### src/rtl/core/cf2sa_pkg.sv
// Package for the CAN frame to SLCAN line encoder.
// Holds the word types, ASCII constants, the hex digit function and the microcode table.
// No dependencies.
package cf2sa_pkg;

  localparam int MAX_DATA = 8;
  localparam int NUM_STEPS = 8;

  typedef logic [2:0] step_t;
  typedef logic [3:0] len_t;

  localparam logic [7:0] CHAR_T  = 8'h74;
  localparam logic [7:0] CHAR_CR = 8'h0D;
  localparam logic [7:0] CHAR_0  = 8'h30;
  localparam logic [7:0] CHAR_A  = 8'h41;

  localparam len_t LEN_MAX = 4'd8;

  localparam step_t STEP_TAG  = 3'd0;
  localparam step_t STEP_ID2  = 3'd1;
  localparam step_t STEP_ID1  = 3'd2;
  localparam step_t STEP_ID0  = 3'd3;
  localparam step_t STEP_LEN  = 3'd4;
  localparam step_t STEP_HI   = 3'd5;
  localparam step_t STEP_LO   = 3'd6;
  localparam step_t STEP_CR   = 3'd7;

  typedef struct packed {
    logic [10:0] ident;
    logic [3:0]  length_code;
    logic        is_extended;
    logic [7:0]  byte0;
    logic [7:0]  byte1;
    logic [7:0]  byte2;
    logic [7:0]  byte3;
    logic [7:0]  byte4;
    logic [7:0]  byte5;
    logic [7:0]  byte6;
    logic [7:0]  byte7;
  } in_word_t;

  typedef struct packed {
    logic [7:0] out_char;
    logic       line_end;
  } out_word_t;

  typedef enum logic [2:0] {
    SRC_TAG,
    SRC_ID2,
    SRC_ID1,
    SRC_ID0,
    SRC_LEN,
    SRC_HI,
    SRC_LO,
    SRC_CR
  } src_t;

  typedef enum logic [1:0] {
    SEQ_NEXT,
    SEQ_LOOP,
    SEQ_END
  } seq_t;

  typedef struct packed {
    src_t  src;
    logic  last;
    logic  inc;
    seq_t  seq;
    step_t target;
  } ctrl_t;

  function automatic logic [7:0] hex_digit(input logic [3:0] d);
    logic [7:0] r;
    if (d < 4'd10) begin
      r = CHAR_0 + {4'b0000, d};
    end else begin
      r = CHAR_A + {4'b0000, d} - 8'd10;
    end
    return r;
  endfunction

  // SEQ_LOOP goes to the carriage return once all data bytes are out, else to target.
  function automatic ctrl_t ucode(input step_t s);
    ctrl_t c;
    case (s)
      STEP_TAG: c = '{src: SRC_TAG, last: 1'b0, inc: 1'b0, seq: SEQ_NEXT, target: STEP_TAG};
      STEP_ID2: c = '{src: SRC_ID2, last: 1'b0, inc: 1'b0, seq: SEQ_NEXT, target: STEP_TAG};
      STEP_ID1: c = '{src: SRC_ID1, last: 1'b0, inc: 1'b0, seq: SEQ_NEXT, target: STEP_TAG};
      STEP_ID0: c = '{src: SRC_ID0, last: 1'b0, inc: 1'b0, seq: SEQ_NEXT, target: STEP_TAG};
      STEP_LEN: c = '{src: SRC_LEN, last: 1'b0, inc: 1'b0, seq: SEQ_LOOP, target: STEP_HI};
      STEP_HI:  c = '{src: SRC_HI,  last: 1'b0, inc: 1'b0, seq: SEQ_NEXT, target: STEP_TAG};
      STEP_LO:  c = '{src: SRC_LO,  last: 1'b0, inc: 1'b1, seq: SEQ_LOOP, target: STEP_HI};
      STEP_CR:  c = '{src: SRC_CR,  last: 1'b1, inc: 1'b0, seq: SEQ_END,  target: STEP_TAG};
      default:  c = '{src: SRC_CR,  last: 1'b1, inc: 1'b0, seq: SEQ_END,  target: STEP_TAG};
    endcase
    return c;
  endfunction

endpackage

### src/rtl/core/can_frame_to_slcan_ascii_unit.sv
// Top level of the CAN frame to SLCAN line encoder: a microcoded sequencer and its datapath.
// Depends on cf2sa_pkg for word types, constants and the microcode table.
//
// Channel   Direction  Word          Handshake
// in_       input      in_word_t     in_valid / in_ready
// out_      output     out_word_t    out_valid / out_ready
//
// A standard frame gives 6 + 2 * min(length_code, 8) characters, 6 to 22, one per cycle
// out of the step counter walking the microcode table while out_ready does not stall it.
// An extended frame is taken and dropped, and gives no word.
// A new frame is taken once the previous line's last character sits in the output register.
// A stall on out_ready holds the sequencer; rst_n, sampled synchronously, clears it to idle.
module can_frame_to_slcan_ascii_unit (
  input  logic                 clk,
  input  logic                 rst_n,
  input  logic                 in_valid,
  output logic                 in_ready,
  input  cf2sa_pkg::in_word_t  in_data,
  output logic                 out_valid,
  input  logic                 out_ready,
  output cf2sa_pkg::out_word_t out_data
);
  import cf2sa_pkg::*;

  logic        busy_r, busy_nxt;
  step_t       pc_r, pc_nxt;
  len_t        idx_r, idx_nxt;
  logic [10:0] ident_r;
  len_t        len_r;
  logic [7:0]  payload_r [MAX_DATA];
  logic        out_valid_r;
  out_word_t   out_data_r;

  ctrl_t       ctrl;
  logic        advance;
  logic        take;
  logic        done;
  len_t        idx_after;
  len_t        len_sat;
  logic [7:0]  cur_byte;
  logic [7:0]  char_val;

  assign in_ready  = !busy_r;
  assign take      = in_valid && in_ready;
  assign advance   = busy_r && (!out_valid_r || out_ready);
  assign ctrl      = ucode(pc_r);
  assign idx_after = ctrl.inc ? idx_r + 4'd1 : idx_r;
  assign done      = (idx_after == len_r);
  assign len_sat   = (in_data.length_code > LEN_MAX) ? LEN_MAX : in_data.length_code;
  assign cur_byte  = payload_r[idx_r[2:0]];
  assign out_valid = out_valid_r;
  assign out_data  = out_data_r;

  always_comb begin
    case (ctrl.src)
      SRC_TAG: char_val = CHAR_T;
      SRC_ID2: char_val = hex_digit({1'b0, ident_r[10:8]});
      SRC_ID1: char_val = hex_digit(ident_r[7:4]);
      SRC_ID0: char_val = hex_digit(ident_r[3:0]);
      SRC_LEN: char_val = CHAR_0 + {4'b0000, len_r};
      SRC_HI:  char_val = hex_digit(cur_byte[7:4]);
      SRC_LO:  char_val = hex_digit(cur_byte[3:0]);
      SRC_CR:  char_val = CHAR_CR;
      default: char_val = CHAR_CR;
    endcase
  end

  always_comb begin
    busy_nxt = busy_r;
    pc_nxt   = pc_r;
    idx_nxt  = idx_r;
    if (take) begin
      busy_nxt = !in_data.is_extended;
      pc_nxt   = STEP_TAG;
      idx_nxt  = '0;
    end else if (advance) begin
      idx_nxt = idx_after;
      case (ctrl.seq)
        SEQ_NEXT: pc_nxt = pc_r + 3'd1;
        SEQ_LOOP: pc_nxt = done ? STEP_CR : ctrl.target;
        SEQ_END:  busy_nxt = 1'b0;
        default:  busy_nxt = 1'b0;
      endcase
    end
  end

  always_ff @(posedge clk) begin
    if (!rst_n) begin
      busy_r      <= 1'b0;
      pc_r        <= STEP_TAG;
      idx_r       <= '0;
      out_valid_r <= 1'b0;
    end else begin
      busy_r <= busy_nxt;
      pc_r   <= pc_nxt;
      idx_r  <= idx_nxt;
      if (advance) begin
        out_valid_r <= 1'b1;
      end else if (out_ready) begin
        out_valid_r <= 1'b0;
      end
    end
  end

  always_ff @(posedge clk) begin
    if (take && !in_data.is_extended) begin
      ident_r      <= in_data.ident;
      len_r        <= len_sat;
      payload_r[0] <= in_data.byte0;
      payload_r[1] <= in_data.byte1;
      payload_r[2] <= in_data.byte2;
      payload_r[3] <= in_data.byte3;
      payload_r[4] <= in_data.byte4;
      payload_r[5] <= in_data.byte5;
      payload_r[6] <= in_data.byte6;
      payload_r[7] <= in_data.byte7;
    end
    if (advance) begin
      out_data_r.out_char <= char_val;
      out_data_r.line_end <= ctrl.last;
    end
  end

  a_line_end_is_cr: assert property (@(posedge clk) disable iff (!rst_n)
    out_valid_r && out_data_r.line_end |-> out_data_r.out_char == CHAR_CR)
    else $error("line end flag on a character other than carriage return");

  a_idx_in_range: assert property (@(posedge clk) disable iff (!rst_n)
    busy_r |-> idx_r <= len_r)
    else $error("byte index ran past the frame length");

  a_cr_after_all_bytes: assert property (@(posedge clk) disable iff (!rst_n)
    busy_r && pc_r == STEP_CR |-> idx_r == len_r)
    else $error("carriage return reached before all data bytes");

  a_start_at_tag: assert property (@(posedge clk) disable iff (!rst_n)
    take && !in_data.is_extended |=> busy_r && pc_r == STEP_TAG && idx_r == '0)
    else $error("sequencer did not start a new line at its first step");

endmodule

### config.mk
export PLATFORM = sky130hd
export DESIGN_NAME = can_frame_to_slcan_ascii_unit
export DESIGN_NICKNAME = d
export VERILOG_FILES = /design/src/rtl/core/cf2sa_pkg.sv /design/src/rtl/core/can_frame_to_slcan_ascii_unit.sv
export SDC_FILE = /design/constraint.sdc
export NUM_CORES = 1
export LEC_CHECK = 0
export BUFFER_PORTS_ARGS = -buffer_cell sky130_fd_sc_hd__buf_2
export CAP_MARGIN = 15
export CORE_ASPECT_RATIO = 2
export CORE_UTILIZATION = 45
export CTS_CLUSTER_SIZE = 16
export DETAILED_ROUTE_END_ITERATION = 12
export PLACE_DENSITY = 0.78
export RECOVER_POWER = 100
export SYNTH_ARGS = -nofsm -noshare
export SYNTH_HDL_FRONTEND = slang
export SYNTH_SLANG_ARGS = --single-unit
### constraint.sdc
create_clock -name clk -period 6.54 [get_ports clk]
set_input_delay 1.308 -clock clk [delete_from_list [all_inputs] [get_ports clk]]
set_output_delay 1.308 -clock clk [all_outputs]
set_load 0.01 [all_outputs]
==> flow_metrics.py, run 1 <==
metrics = {
    "status": {
        "outcome": "complete, no violations",
    },
    "floorplan": {
        "effective_utilization_at_floorplan_pct": 46.4,
        "num_io_pins": 95,
        "design.core.area_um2": 9760,
        "die_area_um2": 10500,
        "dieHeight_um": 144,
        "rows": 51,
        "die_width_um": 73.0,
    },
    "detailed_routing": {
        "detail_route.vias_per_cell": 5.21,
        "route.met3.wl_um": 260,
        "met1Wirelength_um": 2810,
        "maxUsedRoutingLayer": "met4",
        "via_count": 2730,
        "wl_met2_um": 4760,
        "dr.pass1.iters": 5,
        "wl_per_cell_um": 15.7,
        "detailedRoute.firstIterationViolations": 132,
        "drt.antenna.violating_nets": 0,
        "drt_drc_violations_left": 0,
        "postRouteWirelength_um": 8250,
    },
    "timing": {
        "setup-tns-final_ps": 0,
        "timing.final.crit_share_pct": 45.3,
        "finalHoldViolCount": 0,
        "timing_worst_slew_pin_value_ps": 959,
        "post-route-min-period_ps": 2960,
        "setup_viol": 0,
        "setup_repair_after_global_routing_missed_its_margin": "no",
        "worst_hold_slack_ps": 495,
        "fmax_ghz": 0.337,
        "max_slew_margin_pct": 36.1,
        "final_max_slew_viol_count": 0,
        "skew_ps": 7.19,
    },
    "synthesis": {
        "ys_dominant_reg_cell": "edfxtp_1",
        "ff_latch_count_synth": 105,
        "synth_top_area_share_pct": 57.6,
        "syn-mean-instance-area_um2": 15.6,
        "synth_nets": 381,
        "synth-seq-area-share_pct": 65.6,
        "synth.cells.most_frequent": "edfxtp_1, dfxtp_1, a21oi_1",
        "yosys.cell_types.count": 49,
        "syn-instance-count": 291,
        "yosys.cell_count.top_type": "edfxtp_1",
        "leading_area_contributor_after_synthesis": "edfxtp_1",
        "ys.warnings.count": 0,
        "post_synth_edffs": 87,
        "netlist_top_cells_area": "edfxtp_1, dfxtp_1, mux4_1, mux4_2, mux2i_4",
        "synth_async_sr_flop_share_pct": 0,
        "syn_area_um2": 4530,
    },
    "job": {
        "max_cap_violations": 0,
    },
    "cts": {
        "post_cts_buffers": 0,
        "cts_hold_buffers": 0,
        "cts_buffer_depth": 2,
        "clkSinkCount": 105,
        "worstSkewPairLatency_ps": 350,
        "cts.reportedPaths.clkPinSlew_ps": 70,
        "cts_tree": "yes",
        "cts.htree.levels": 3,
        "root_cell_of_the_clock_tree": "clkbuf_16",
        "post_cts_resize_count": 0,
        "cts_buffers": 9,
    },
    "worst_setup_path": {
        "worstSetupPathType": "reg2reg",
        "crit_required_ps": 6620,
        "setup.worst_path.end_class": "flop",
        "worst_setup_path_start_kind": "flop",
        "worst-endpoint-arrival_ps": 3050,
        "crit_fanout": 16,
    },
    "final_layout": {
        "final_core_util_pct": 55.0,
        "final_nets": 477,
        "number_of_diodes": 0,
        "layout-area-overhead-vs-synth_pct": 18.6,
        "layout.area.seq_um2": 2970,
        "multi_input_comb_area_um2": 1440,
        "layout-drive-gt1-share_pct": 29.3,
        "fillerInstances": 790,
    },
    "grt": {
        "grt_pass1_wl_um": 12400,
        "grt_max_degree": 81,
        "vias_in_the_first_global_route": 2645,
        "grt_util_all_layers_pct": 16.6,
        "globalRouteOverflowTotal": 0,
        "antenna_found_initial": 0,
    },
    "pwr": {
        "p_leak_nw": 1.92,
        "cellPowerDensity_nw_per_um2": 253,
        "vdd_drop_max_mv": 0.220,
    },
    "place": {
        "port_buffers": 93,
        "detailed_place_hpwl_um": 6300,
        "gp_congestion": 0.912,
    },
    "hold_path": {
        "class_of_the_most_critical_hold_timing_path": "reg2reg",
    },
}
-- sequential cells by signal, summed over array words and instances, names as in the netlist, named ones only --
register / cells
ctrl: 6
idx_r: 4
out_data: 8
busy_r: 1
payload_r: 64
ident_r: 11
len_r: 4
out_valid: 1
pc_r: 3
-- through the flow --
stage	worst slack [ps]	area, um2	power (W)	cells
after detailed placement	3560	5110	0.000869	508
after global routing	3350	5370	0.00140	524
after global placement	3670	5110	0.000865	508
after floorplan	1320	4530	0.000827	291
after CTS	3550	5400	0.00137	524
final	3580	5370	0.00136	524
-- routing by layer --
layer  track usage (%)  vias up
met5                 0        -
met4              10.2        0
met3              4.07       21
met2              31.3       82
met1              15.5     1306
li1                  -     1321
-- path summary, 6_finish.rpt --
path	start	endpoint	slack, ps	cells past startpoint
setup / recovery	flop	out_data[3]	3580	6
hold / removal	ctrl[6]	out_data[0]	500	0
setup reg to reg	flop	out_data[3]	3580	6
hold reg to reg	ctrl[6]	out_data[0]	500	0
-- report_power, final --
part	switching (W)	leakage, nW	internal [W]
sequential	0.0000120	0.952	0.000755
combinational	0.0000452	0.838	0.0000389
clock	0.000241	0.132	0.000265
total	0.000298	1.92	0.00106
-- worst max-delay path: stages (launching register included) --
cell      delay [ps]
dfxtp_1          930
mux4_1           710
mux2i_4          270
ha_1             240
inv_1             70
o31ai_1          330
o221ai_2         150
-- cells by family (layout without fill, tap and decap cells) --
kind of cell	count (synthesis)	after routing	synth area share (%)
simple gates	54	54	5.74
flops	105	105	65.6
mux	28	28	12.8
buf+inv	22	123	2.54
other cells	1	1	0.0827
xor+xnor	14	14	2.71
compound gates	61	61	8.92
fa+ha+maj	6	6	1.66
-- area by class of cell --
type	instances	area share [%]
Tap cell	132	3.07
Clock buffer	9	4.19
Clock inverter	7	1.21
Inverter	13	0.908
Multi-Input combinational cell	164	26.8
Sequential cell	105	55.3
Timing Repair Buffer	94	8.52
-- cell usage in the layout, fill, tap and decap left out, types with 10 or more instances in the layout --
cell / synthesis / layout
a21oi_1: 16 / 16
buf_2: 1 / 81
clkbuf_1: 4 / 12
dfxtp_1: 18 / 18
edfxtp_1: 87 / 87
inv_1: 13 / 13
nand2_1: 13 / 13
nor2_1: 14 / 13
nor2b_1: 10 / 10
o21ai_0: 9 / 12
Note: power is estimated with default switching activity, not from simulation.
==> run 2, diff against run 1 <==
==> constraint.sdc (replaced) <==
create_clock -name clk -period 3 [get_ports clk]
set_input_delay 0.6 -clock clk [delete_from_list [all_inputs] [get_ports clk]]
set_output_delay 0.6 -clock clk [all_outputs]
set_load 0.01 [all_outputs]
==> run 2 against run 1 <==
- first-iteration DRC count fell by 1.5%
- largest cell class unchanged
- combinational power rose by 120%
- clock power rose by 120%
==> flow_metrics.py, run 2 (synthesis gave the netlist of run 1 again) <==
metrics = {
    "place": {
        "port_buffers": 93,
        "placement.setup.worst_slack_ps": 430,
        "gp_congestion": 0.845,
        "detailed_place_hpwl_um": 6730,
        "detailed_place.area_um2": 5180,
    },
    "timing": {
        "timing_worst_slew_pin_value_ps": 1410,
        "worst_hold_slack_ps": 428,
        "setup-tns-final_ps": 0,
        "finalHoldViolCount": 0,
        "final_max_slew_viol_count": 0,
        "setup_repair_after_global_routing_missed_its_margin": "no",
        "post-route-min-period_ps": 2550,
        "setup_slack_ps": 445,
        "skew_ps": 6.54,
        "timing.final.crit_share_pct": 85.2,
        "max_slew_margin_pct": 5.99,
        "setup_viol": 0,
        "fmax_ghz": 0.391,
    },
    "worst_setup_path": {
        "crit_required_ps": 3070,
        "setup.worst_path.end_class": "flop",
        "wp_buf_inv": 1,
        "worstSetupPathType": "reg2reg",
        "worst_setup_path_start_kind": "flop",
        "rrSetupSlack_ps": 450,
        "timing.critical_path.max_delay_family": "multiplexers",
        "maximum_single_stage_delay_on_the_critical_path_ps": 520,
        "crit_cells": 6,
        "critical_path.slowest_cell": "mux4_2",
        "worst-endpoint-arrival_ps": 2620,
        "crit_path_end": "out_data[1]",
        "cells_traversed_along_the_worst_timing_path": "buf_4 > mux4_2 > mux2i_1 > a21oi_1 > xor2_1 > o221ai_1",
        "worst_r2r_path_depth": 6,
        "crit_fanout": 12,
        "regToRegEndpoint": "out_data[1]",
    },
    "cts": {
        "clkSinkCount": 105,
        "cts_hold_buffers": 0,
        "worstSkewPairLatency_ps": 340,
        "root_cell_of_the_clock_tree": "clkbuf_16",
        "cts.reportedPaths.clkPinSlew_ps": 70,
        "cts_buffers": 9,
        "cts_buffer_depth": 2,
        "post_cts_buffers": 0,
        "cts_tree": "yes",
        "cts.htree.levels": 3,
        "post_cts_resize_count": 0,
    },
    "grt": {
        "vias_in_the_first_global_route": 2838,
        "grt_max_degree": 28,
        "grt_pass1_wl_um": 13500,
        "globalRouteOverflowTotal": 0,
        "antenna_found_initial": 0,
        "grt_util_all_layers_pct": 18.1,
    },
    "final_layout": {
        "largest_register": "payload_r",
        "layout-area-overhead-vs-synth_pct": 19.3,
        "largest_reg_flops": 64,
        "number_of_diodes": 0,
        "leading_cell_type_in_the_layout_fill_and_taps_excluded": "edfxtp_1",
        "final_nets": 485,
        "final_cell_mix": "edfxtp_1, buf_2, clkbuf_1",
        "layout-drive-gt1-share_pct": 28.3,
        "fillerInstances": 776,
        "fin_area_um2": 5410,
        "final_core_util_pct": 55.4,
    },
    "detailed_routing": {
        "detail_route.vias_per_cell": 5.21,
        "drt_drc_violations_left": 0,
        "via_count": 2765,
        "postRouteWirelength_um": 8580,
        "drt.antenna.violating_nets": 0,
        "wl_per_cell_um": 16.2,
        "dr.pass1.iters": 4,
        "detailedRoute.firstIterationViolations": 130,
    },
    "job": {
        "max_cap_violations": 0,
    },
    "floorplan": {
        "rows": 51,
        "design.core.area_um2": 9760,
        "die_area_um2": 10500,
        "dieHeight_um": 144,
        "effective_utilization_at_floorplan_pct": 46.4,
        "num_io_pins": 95,
        "die_width_um": 73.0,
    },
    "hold_path": {
        "class_of_the_most_critical_hold_timing_path": "in2reg",
    },
    "status": {
        "outcome": "complete, no violations",
    },
    "pwr": {
        "p_leak_nw": 1.94,
        "vdd_drop_max_mv": 0.453,
        "cellPowerDensity_nw_per_um2": 553,
    },
}
## run 2: changes by cell type in the layout (fill, tap and decap cells not counted), sizes merged
cell	delta
inv	-2
clkinvlp	-1
clkinv	+1
clkbuf	+8
bufinv	+1
## run 2: cell type report
type / instances / area (um2) / area share, %
Timing Repair Buffer: 102 / 493 / 9.12
Sequential cell: 105 / 2970 / 55.0
Multi-Input combinational cell: 164 / 1440 / 26.5
Tap cell: 132 / 165 / 3.05
Inverter: 13 / 48.8 / 0.902
Clock buffer: 9 / 225 / 4.16
Clock inverter: 6 / 67.6 / 1.25
## run 2: how the worst min path moves through the flow
| stage | start | end | cells after the start |
|---|---|---|---|
| 2_1_floorplan | ctrl[6] | out_data[0] | 0 |
| 3_3_place_gp | ctrl[6] | out_data[0] | 0 |
| 3_5_place_dp | ctrl[6] | out_data[0] | 0 |
| 4_1_cts | in_data[26] | payload_r[4][2] | 1 |
| 5_1_grt | in_data[10] | payload_r[6][2] | 1 |
| 6_report | in_data[1] | payload_r[7][1] | 1 |
## run 2: metrics by stage
step	instances	total power, W
finish	531	0.00299
global route	531	0.00309
CTS	531	0.00302
detailed placement	516	0.00190
global placement	516	0.00189
floorplan	291	0.00180
## run 2: per-layer routing
metal	vias up	part of all wire [%]	routed length [um]	global-route usage (%)
met2	75	59	5050	34.2
li1	1335	-	-	-
met5	-	0	0	0
met4	0	5.1	434	10.9
met1	1331	33	2830	17.2
met3	24	3.1	268	3.58
## run 2: report_power, final
group          switching [W]  internal, W
Combinational       0.000101    0.0000855
Clock               0.000484     0.000645
Sequential         0.0000265      0.00165
Total               0.000612      0.00238
## run 2: worst register-to-register path, delay by kind of cell, from the launching register on
| family | cells | cell delay, ps |
|---|---|---|
| xor+xnor | 1 | 200 |
| buf+inv | 1 | 290 |
| compound gates | 2 | 300 |
| mux | 2 | 1030 |
| flops | 1 | 460 |
